**src/tpp_pkg.sv**
```systemverilog
// Shared types, codes and constants of the turtle pen plotter.
package tpp_pkg;

	localparam int GRID_SIZE_DEF = 64;
	localparam int MODE_W        = 3;
	localparam int DIST_W        = 10;
	localparam int KIND_W        = 2;
	localparam int CRD_W         = 6;
	localparam int ROW_BITS_W    = 64;
	localparam int HEAD_W        = 2;
	localparam int QUEUE_DEPTH   = 2;

	localparam logic [MODE_W-1:0] MODE_PEN_UP   = 3'd0;
	localparam logic [MODE_W-1:0] MODE_PEN_DOWN = 3'd1;
	localparam logic [MODE_W-1:0] MODE_RIGHT    = 3'd2;
	localparam logic [MODE_W-1:0] MODE_LEFT     = 3'd3;
	localparam logic [MODE_W-1:0] MODE_MOVE     = 3'd4;
	localparam logic [MODE_W-1:0] MODE_DUMP     = 3'd5;
	localparam logic [MODE_W-1:0] MODE_EXIT     = 3'd6;

	localparam logic [KIND_W-1:0] KIND_ACK = 2'd0;
	localparam logic [KIND_W-1:0] KIND_ROW = 2'd1;
	localparam logic [KIND_W-1:0] KIND_BAD = 2'd2;

	localparam logic [HEAD_W-1:0] HEAD_PX = 2'd0;
	localparam logic [HEAD_W-1:0] HEAD_PY = 2'd1;
	localparam logic [HEAD_W-1:0] HEAD_NX = 2'd2;

	typedef enum logic [2:0] {
		OP_PEN_UP,
		OP_PEN_DOWN,
		OP_RIGHT,
		OP_LEFT,
		OP_MOVE,
		OP_DUMP,
		OP_NOP,
		OP_BAD
	} op_t;

	typedef struct packed {
		op_t              op;
		logic [DIST_W-1:0] move_len;
	} cmd_t;

endpackage

```
**src/tpp_queue.sv**
```systemverilog
// Short command queue between front end and executor.
module tpp_queue (
	input  logic          clk,
	input  logic          arst_n,
	input  logic          push,
	input  tpp_pkg::cmd_t push_data,
	output logic          full,
	input  logic          pop,
	output logic          nonempty,
	output tpp_pkg::cmd_t pop_data
);
	import tpp_pkg::*;

	localparam int PTR_W = (QUEUE_DEPTH > 1) ? $clog2(QUEUE_DEPTH) : 1;
	localparam int CNT_W = $clog2(QUEUE_DEPTH + 1);

	cmd_t             entry_q [QUEUE_DEPTH];
	logic [PTR_W-1:0] wr_ptr_q;
	logic [PTR_W-1:0] rd_ptr_q;
	logic [CNT_W-1:0] count_q;

	assign full     = (count_q == CNT_W'(QUEUE_DEPTH));
	assign nonempty = (count_q != '0);
	assign pop_data = entry_q[rd_ptr_q];

	always_ff @(posedge clk) begin
		if (push) begin
			entry_q[wr_ptr_q] <= push_data;
		end
	end

	always_ff @(posedge clk or negedge arst_n) begin
		if (!arst_n) begin
			wr_ptr_q <= '0;
			rd_ptr_q <= '0;
			count_q  <= '0;
		end else begin
			if (push) begin
				wr_ptr_q <= (wr_ptr_q == PTR_W'(QUEUE_DEPTH - 1)) ? '0 : wr_ptr_q + PTR_W'(1);
			end
			if (pop) begin
				rd_ptr_q <= (rd_ptr_q == PTR_W'(QUEUE_DEPTH - 1)) ? '0 : rd_ptr_q + PTR_W'(1);
			end
			if (push && !pop) begin
				count_q <= count_q + CNT_W'(1);
			end else if (pop && !push) begin
				count_q <= count_q - CNT_W'(1);
			end
		end
	end

endmodule

```
**config.mk**
```make
export PLATFORM = sky130hd
export DESIGN_NAME = tpp_queue
export DESIGN_NICKNAME = d
export VERILOG_FILES = /design/src/tpp_pkg.sv /design/src/tpp_queue.sv
export SDC_FILE = /design/constraint.sdc
export NUM_CORES = 1
export LEC_CHECK = 0
export ABC_CLOCK_PERIOD_IN_PS = 2100
export BUFFER_PORTS_ARGS = -buffer_cell sky130_fd_sc_hd__buf_2
export CAP_MARGIN = 40
export CORE_MARGIN = 4
export CORE_UTILIZATION = 49
export CTS_CLUSTER_SIZE = 25
export DETAILED_ROUTE_END_ITERATION = 8
export PLACE_DENSITY = 0.8
export SKIP_CTS_REPAIR_TIMING = 1
export SLEW_MARGIN = 30
export SYNTH_ARGS = -nofsm -noshare
export SYNTH_HDL_FRONTEND = slang
export SYNTH_SLANG_ARGS = --single-unit
```
**constraint.sdc**
```tcl
create_clock -name clk -period 2.1 [get_ports clk]
set_clock_uncertainty 0.2 [all_clocks]
set_input_delay 0.105 -clock clk [delete_from_list [all_inputs] [get_ports clk]]
set_output_delay 0.105 -clock clk [all_outputs]
set_load 0.01 [all_outputs]
```
After elaboration in Yosys (flattened, before gate mapping)

Memories as Yosys holds them, arrays and structs flattened.
Index checks and enable logic that the tools add are counted.

Add/sub/neg operators: 4
Equality and inequality tests: 1
Mux-type cells: 6
Reductions and logical operators: 6

Operator list:

| kind                                                               | count |
|---|---|
| 1-bit two-way mux                                                  | 4 |
| 2-bit two-way mux                                                  | 2 |
| 2-bit nonzero test                                                 | 2 |
| 1-bit adder, second input constant                                 | 2 |
| 2-bit by 1-bit adder with 2-bit output, second input constant      | 1 |
| 2-bit equality test, second input constant                         | 1 |
| 1-bit logical AND                                                  | 2 |
| 1-bit logical NOT                                                  | 2 |
| 2-bit by 1-bit subtractor with 2-bit output, second input constant | 1 |

Bits in registers: 4
Bits in writable memories: 26
Output and inout bits: 15
Word-level logic and storage cells: 21
Memories kept: 1

Memory list:

| name    | words | width | rd ports | clocked after memory_dff | write ports | line            | RTL |
|---|---|---|---|---|---|---|---|
| entry_q | 2     | 13    | 1        | 0                        | 1           | tpp_queue.sv:17 | `cmd_t entry_q [QUEUE_DEPTH];` |

Logic depth before layout (Yosys ltp)

Gate-level depths: netlist (run 1).

Depth after elaboration: 4
Depth in mapped cells: 5

Least setup slack after synthesis (run 1)

No wires, ideal clock.

Path type: register -> register
Start point: register wr_ptr_q
End point: memory entry_q[0][0] in the netlist's numbering (enable)
Library setup time: 0.384 ns
Data arrival time: 1.007 ns
Required time: 1.516 ns
Setup slack: 0.509 ns
Cell stages (with the launch flop): 2
Buffers on the path: 0
Period minus slack after synthesis: 1.591 ns
Cell sequence: dfrtp_1 > nor2b_1

RTL lines:

| element                | line            | RTL |
|---|---|---|
| from (decl)            | tpp_queue.sv:18 | `logic [PTR_W-1:0] wr_ptr_q;` |
| from (signal assigned) | tpp_queue.sv:39 | `wr_ptr_q <= (wr_ptr_q == PTR_W'(QUEUE_DEPTH - 1)) ? '0 : wr_ptr_q + PTR_W'(1);` |
| to (decl)              | tpp_queue.sv:17 |  |

Straight into the memory's write port.

==> results of run 1 <==
## sequential cells by signal, summed over array words and instances (netlist names)
register / count
count_q: 2
rd_ptr_q: 1
wr_ptr_q: 1
entry_q: 26
## kinds of logic (layout without fill, tap and decap cells)
kind of cell,Yosys count,count (layout),share of synthesized area
buffers and inverters,2,58,0.0133
XOR/XNOR,5,5,0.0388
adder cells (fa/ha/maj),1,1,0.0111
multiplexers,13,13,0.130
AND/OR/NAND/NOR,5,5,0.0255
flip-flops,30,30,0.781
## critical path, cell delays in order, from the launching register on
cell	delay [ps]
dfrtp_1	720
mux2_2	410
buf_2	140
## metrics by stage
stage,utilization,total power [µW]
final,0.701,1700
after global routing,0.701,1830
after CTS,0.624,1710
after detailed placement,0.603,1410
after global placement,0.603,1390
after floorplan,-,1220
## layer usage
metal	vias up	wire (µm)
met4	0	68
met1	312	723
met5	-	0
met3	7	152
li1	320	-
met2	23	950
## worst paths after layout
| path | start | to | slack (ps) | depth (start not counted) |
|---|---|---|---|---|
| setup / recovery | rd_ptr_q$_DFFE_PN0P_ | pop_data[7] | 210 | 2 |
| hold / removal | count_q[1]$_DFFE_PN0P_ | count_q[1]$_DFFE_PN0P_ | 300 | 1 |
| setup reg to reg | wr_ptr_q$_DFFE_PN0P_ | entry_q[1][2]$_DFFE_PP_ | 640 | 1 |
| hold reg to reg | count_q[1]$_DFFE_PN0P_ | count_q[1]$_DFFE_PN0P_ | 300 | 1 |
| max in group asynchronous | arst_n | rd_ptr_q$_DFFE_PN0P_ | 1070 | 3 |
| min in group asynchronous | arst_n | count_q[1]$_DFFE_PN0P_ | 470 | 3 |
## synth_stat cells
| cell | n | area (µm²) |
|---|---|---|
| xnor2_1 | 1 | 8.76 |
| edfxtp_1 | 26 | 781 |
| xor2_1 | 4 | 35.0 |
| mux2_2 | 13 | 146 |
| dfrtp_1 | 4 | 100 |
| or2_2 | 1 | 6.26 |
| nor2_1 | 1 | 3.75 |
| and2_1 | 1 | 6.26 |
| nor2b_1 | 2 | 12.5 |
| inv_1 | 1 | 3.75 |
| buf_6 | 1 | 11.3 |
| ha_1 | 1 | 12.5 |
## cell type report
| class | instances | area, µm² |
|---|---|---|
| Sequential cell | 30 | 881 |
| Fill cell | 159 | 654 |
| Timing Repair Buffer | 50 | 340 |
| Multi-Input combinational cell | 24 | 231 |
| Clock buffer | 7 | 45.0 |
| Tap cell | 28 | 35.0 |
| Inverter | 1 | 3.75 |
## power breakdown
part	switching, µW	leakage (µW)	internal [µW]
Clock	166	0.0000254	126
Combinational	224	0.000300	281
Sequential	100	0.000291	802
==> impl_metrics.env, run 1 <==
export IMPL_status="completed"
export IMPL_grt_util_met3=0.0580
export IMPL_cts_sinks=30
export IMPL_end_kind="primary output"
export IMPL_clock_latency_ps=310
export IMPL_final_common_cell="buf_2"
export IMPL_final_nets=130
export IMPL_yosysSeqAreaShare=0.781
export IMPL_dp_cells=116
export IMPL_clockBufferDepth=2
export IMPL_cts_tree="built"
export IMPL_vias=662
export IMPL_grt_pass1_vias=642
export IMPL_num_rows=17
export IMPL_via_per_inst=4.73
export IMPL_cts_max_level=2
export IMPL_cp_max_fo=14
export IMPL_grtUsageMet1=0.141
export IMPL_max_freq_mhz=529
export IMPL_netlist_instances=56
export IMPL_final_cells=140
export IMPL_die_h_um=56.0
export IMPL_slew_headroom=0.609
export IMPL_grt_use_total=0.134
export IMPL_root_buffer="clkbuf_4"
export IMPL_grt_overflow_total=0
export IMPL_netlist_area_um2=1130
export IMPL_fin_crit_sh=0.899
export IMPL_placed_cell_area_um2=1320
export IMPL_start_util=0.515
export IMPL_p_leak_uw=0.000616
export IMPL_drv_slew=0
export IMPL_drt_iter0_drc=11
export IMPL_critPathArrivalTime_ps=1580
export IMPL_finalSetupTns_ps=0
export IMPL_area_delta_synth_final_pct=36.3
export IMPL_yosys_register_bits=30
export IMPL_finalWorstSetupSlack_ps=211
export IMPL_drt_total_wl_um=1890
export IMPL_diodes=0
export IMPL_hold_class="flop to flop"
export IMPL_grt_max_degree=15
export IMPL_dpl_hpwl_um=1260
export IMPL_final_area_um2=1540
export IMPL_ys_warn_count=0
export IMPL_avgRoutedWirePerCell_um=13.5
export IMPL_gp_congestion=0.678
export IMPL_portBuffers=31
export IMPL_antenna_found_initial=0
export IMPL_dieArea_um2=3130
export IMPL_dr_pass1_iters=2
export IMPL_final_cell_mix="buf_2 (31), edfxtp_1 (26), dlygate4sd3_1 (17), mux2_2 (13), clkbuf_4 (5)"
export IMPL_cp_start_kind="flop"
export IMPL_grt_pass1_wl_um=2950
export IMPL_tightest_slew_ps=587
export IMPL_fin_crit_ps=1890
export IMPL_whs_ps=296
export IMPL_syn_nets=74
export IMPL_remaining_drc_errors=0
export IMPL_place_ws_ps=527
export IMPL_setup_viol=0
export IMPL_drive_gt1_frac=0.464
export IMPL_synth_cell_types=12
export IMPL_numCtsBuffers=5
export IMPL_busiest_layer="met2"
export IMPL_critical_path_class="flop to primary output"
export IMPL_avgSynthCellArea_um2=20.1
export IMPL_ios=32
export IMPL_ir_drop_v=0.000983
export IMPL_gr_usage_met2=0.204
export IMPL_drtAntennaViolNets=0
export IMPL_worstPathRequired_ps=1790
export IMPL_core_um2=2190
export IMPL_rsz0062_at_grt="false"
export IMPL_die_w_um=56.0
export IMPL_hold_violations=0
export IMPL_cap_violations=0
export IMPL_clk_pin_slew_ps=80
export IMPL_powerDensity_nw_per_um2=1110
Power figures use the tool's default switching activity.
==> inputs of run 2 (changes only) <==
--- a/config.mk
+++ b/config.mk
@@ -5,14 +5,15 @@
 export SDC_FILE = /design/constraint.sdc
 export NUM_CORES = 1
 export LEC_CHECK = 0
+export ABC_AREA = 1
 export ABC_CLOCK_PERIOD_IN_PS = 2100
 export BUFFER_PORTS_ARGS = -buffer_cell sky130_fd_sc_hd__buf_2
 export CAP_MARGIN = 40
 export CORE_MARGIN = 4
-export CORE_UTILIZATION = 49
+export CORE_UTILIZATION = 50
 export CTS_CLUSTER_SIZE = 25
 export DETAILED_ROUTE_END_ITERATION = 8
-export PLACE_DENSITY = 0.8
+export PLACE_DENSITY = 0.81
 export SKIP_CTS_REPAIR_TIMING = 1
 export SLEW_MARGIN = 30
 export SYNTH_ARGS = -nofsm -noshare
==> constraint.sdc (replaced) <==
create_clock -name clk -period 2.1 [get_ports clk]
set_clock_uncertainty 0.2 [all_clocks]
set_input_delay 0.21 -clock clk [delete_from_list [all_inputs] [get_ports clk]]
set_output_delay 0.21 -clock clk [all_outputs]
set_load 0.01 [all_outputs]
==> impl_metrics.env, run 2 <==
export IMPL_max_freq_mhz=497
export IMPL_drt_total_wl_um=2160
export IMPL_synth_edf_count=26
export IMPL_cts_max_level=2
export IMPL_p_leak_uw=0.000649
export IMPL_numCtsBuffers=5
export IMPL_yosys_register_bits=30
export IMPL_remaining_drc_errors=0
export IMPL_ys_async_sr_fraction=0.133
export IMPL_synthTopCellsByArea="edfxtp_1 (68%), mux2_2 (13%), dfrtp_1 (8.7%), inv_1 (2.3%), nand2_1 (2.0%)"
export IMPL_yosys_cell_count_top_type="edfxtp_1"
export IMPL_drv_slew=0
export IMPL_grt_max_degree=15
export IMPL_clk_pin_slew_ps=80
export IMPL_worstPathRequired_ps=1690
export IMPL_dpl_hpwl_um=1430
export IMPL_path_buf_inv=1
export IMPL_grt_overflow_total=0
export IMPL_slowest_stage="dfrtp_1"
export IMPL_hold_violations=0
export IMPL_finalSetupTns_ps=0
export IMPL_final_nets=138
export IMPL_synth_cell_types=12
export IMPL_ios=32
export IMPL_synthTopCellsByCount="edfxtp_1 (26), mux2_2 (13), inv_1 (7)"
export IMPL_grt_pass1_vias=690
export IMPL_cts_sinks=30
export IMPL_setup_viol=0
export IMPL_critPathArrivalTime_ps=1600
export IMPL_drtAntennaViolNets=0
export IMPL_synth_top_area_frac=0.682
export IMPL_slew_headroom=0.593
export IMPL_die_w_um=55.9
export IMPL_clockBufferDepth=2
export IMPL_portBuffers=31
export IMPL_cp_start_kind="flop"
export IMPL_syn_nets=83
export IMPL_num_rows=17
export IMPL_grt_use_total=0.138
export IMPL_cap_violations=0
export IMPL_cp_max_fo=14
export IMPL_avgRoutedWirePerCell_um=14.5
export IMPL_path_cells="mux2_2, buf_2"
export IMPL_max_stage_delay_ps=740
export IMPL_netlist_area_um2=1140
export IMPL_placed_cell_area_um2=1340
export IMPL_final_common_cell="buf_2"
export IMPL_die_h_um=55.9
export IMPL_fillers=143
export IMPL_via_per_inst=4.70
export IMPL_vias=701
export IMPL_clock_latency_ps=310
export IMPL_root_buffer="clkbuf_4"
export IMPL_ys_warn_count=0
export IMPL_drive_gt1_frac=0.430
export IMPL_dieArea_um2=3120
export IMPL_largest_register_ffs=26
export IMPL_netlist_instances=65
export IMPL_antenna_found_initial=0
export IMPL_fin_crit_ps=2010
export IMPL_area_delta_synth_final_pct=35.3
export IMPL_cp_top_family="flip-flops"
export IMPL_end_kind="primary output"
export IMPL_grt_pass1_wl_um=3140
export IMPL_synth_largest_area_cell="edfxtp_1"
export IMPL_critical_path_class="flop to primary output"
export IMPL_tightest_slew_ps=610
export IMPL_dr_pass1_iters=4
export IMPL_cts_tree="built"
export IMPL_avgSynthCellArea_um2=17.6
export IMPL_gp_congestion=0.617
export IMPL_regMostFlops="entry_q"
export IMPL_core_um2=2190
export IMPL_status="completed"
export IMPL_fin_crit_sh=0.959
export IMPL_ir_drop_v=0.000838
export IMPL_powerDensity_nw_per_um2=1110
export IMPL_start_util=0.523
export IMPL_largestRegisters="entry_q: 26 flops, count_q: 2 flops"
export IMPL_final_cell_mix="buf_2 (31), edfxtp_1 (26), dlygate4sd3_1 (16), mux2_2 (13), inv_1 (7)"
export IMPL_rsz0062_at_grt="false"
export IMPL_synthFlopType="edfxtp_1"
export IMPL_diodes=0
export IMPL_yosysSeqAreaShare=0.769
export IMPL_drt_iter0_drc=14
export IMPL_hold_class="primary input to async pin"
export IMPL_final_area_um2=1550
-- run 2: cell count changes after synthesis --
cell and delta:
inv_1 +6, nand4_1 +1, or2_2 -1, and2_1 -1, nand2_1 +6, nor2b_1 -2
nor2_1 +1, nand3_1 +1, xor2_1 -2
-- run 2: cell families (layout without fill, tap and decap cells) --
kind of cell | after synthesis | in the layout | share of synthesized area
buffers and inverters | 8 | 64 | 0.0328
AND/OR/NAND/NOR | 10 | 10 | 0.0361
XOR/XNOR | 3 | 3 | 0.0230
multiplexers | 13 | 13 | 0.128
adder cells (fa/ha/maj) | 1 | 1 | 0.0109
flip-flops | 30 | 30 | 0.769
-- run 2: stage by stage --
stage | utilization | cells | power, µW | setup slack, ps | hold slack [ps]
6_report | 0.707 | 149 | 1720 | 86.4 | 40.3
5_1_grt | 0.707 | 149 | 1830 | 30.2 | 58.7
4_1_cts | 0.634 | 133 | 1720 | 72.5 | -522
3_5_place_dp | 0.611 | 125 | 1420 | 429 | -176
3_3_place_gp | 0.611 | 125 | 1390 | 445 | -180
2_1_floorplan | - | 65 | 1220 | 538 | -286
-- run 2: worst paths after layout --
path / depth (start not counted) / start / to / slack [ps]
max: 2 / rd_ptr_q$_DFFE_PN0P_ / pop_data[11] / 90
min: 2 / arst_n / count_q[0]$_DFFE_PN0P_ / 40
max reg2reg: 2 / wr_ptr_q$_DFFE_PN0P_ / entry_q[1][4]$_DFFE_PP_ / 700
min reg2reg: 2 / count_q[1]$_DFFE_PN0P_ / count_q[1]$_DFFE_PN0P_ / 290
max in group asynchronous: 2 / arst_n / wr_ptr_q$_DFFE_PN0P_ / 1540
min in group clk: 2 / count_q[1]$_DFFE_PN0P_ / count_q[1]$_DFFE_PN0P_ / 290
-- run 2: layout make-up --
class | count | area, µm² | area share
sequential | 30 | 881 | 0.569
timing repair buffer | 49 | 330 | 0.213
multi-input combinational | 27 | 226 | 0.146
clock buffer | 6 | 41.3 | 0.0267
tap | 28 | 35.0 | 0.0226
inverter | 7 | 26.3 | 0.0170
clock inverter | 2 | 8.76 | 0.00565
-- run 2: power breakdown --
part	internal [µW]	switching, µW	leakage, µW
registers	801	102	0.000291
logic	273	249	0.000329
clock network	125	174	0.0000297
-- run 2: layer usage --
| metal | part of all wire | GRT usage |
|---|---|---|
| met3 | 0.054 | 0.0696 |
| met2 | 0.54 | 0.240 |
| met5 | 0 | 0 |
| met1 | 0.39 | 0.143 |
| met4 | 0.013 | 0.0508 |
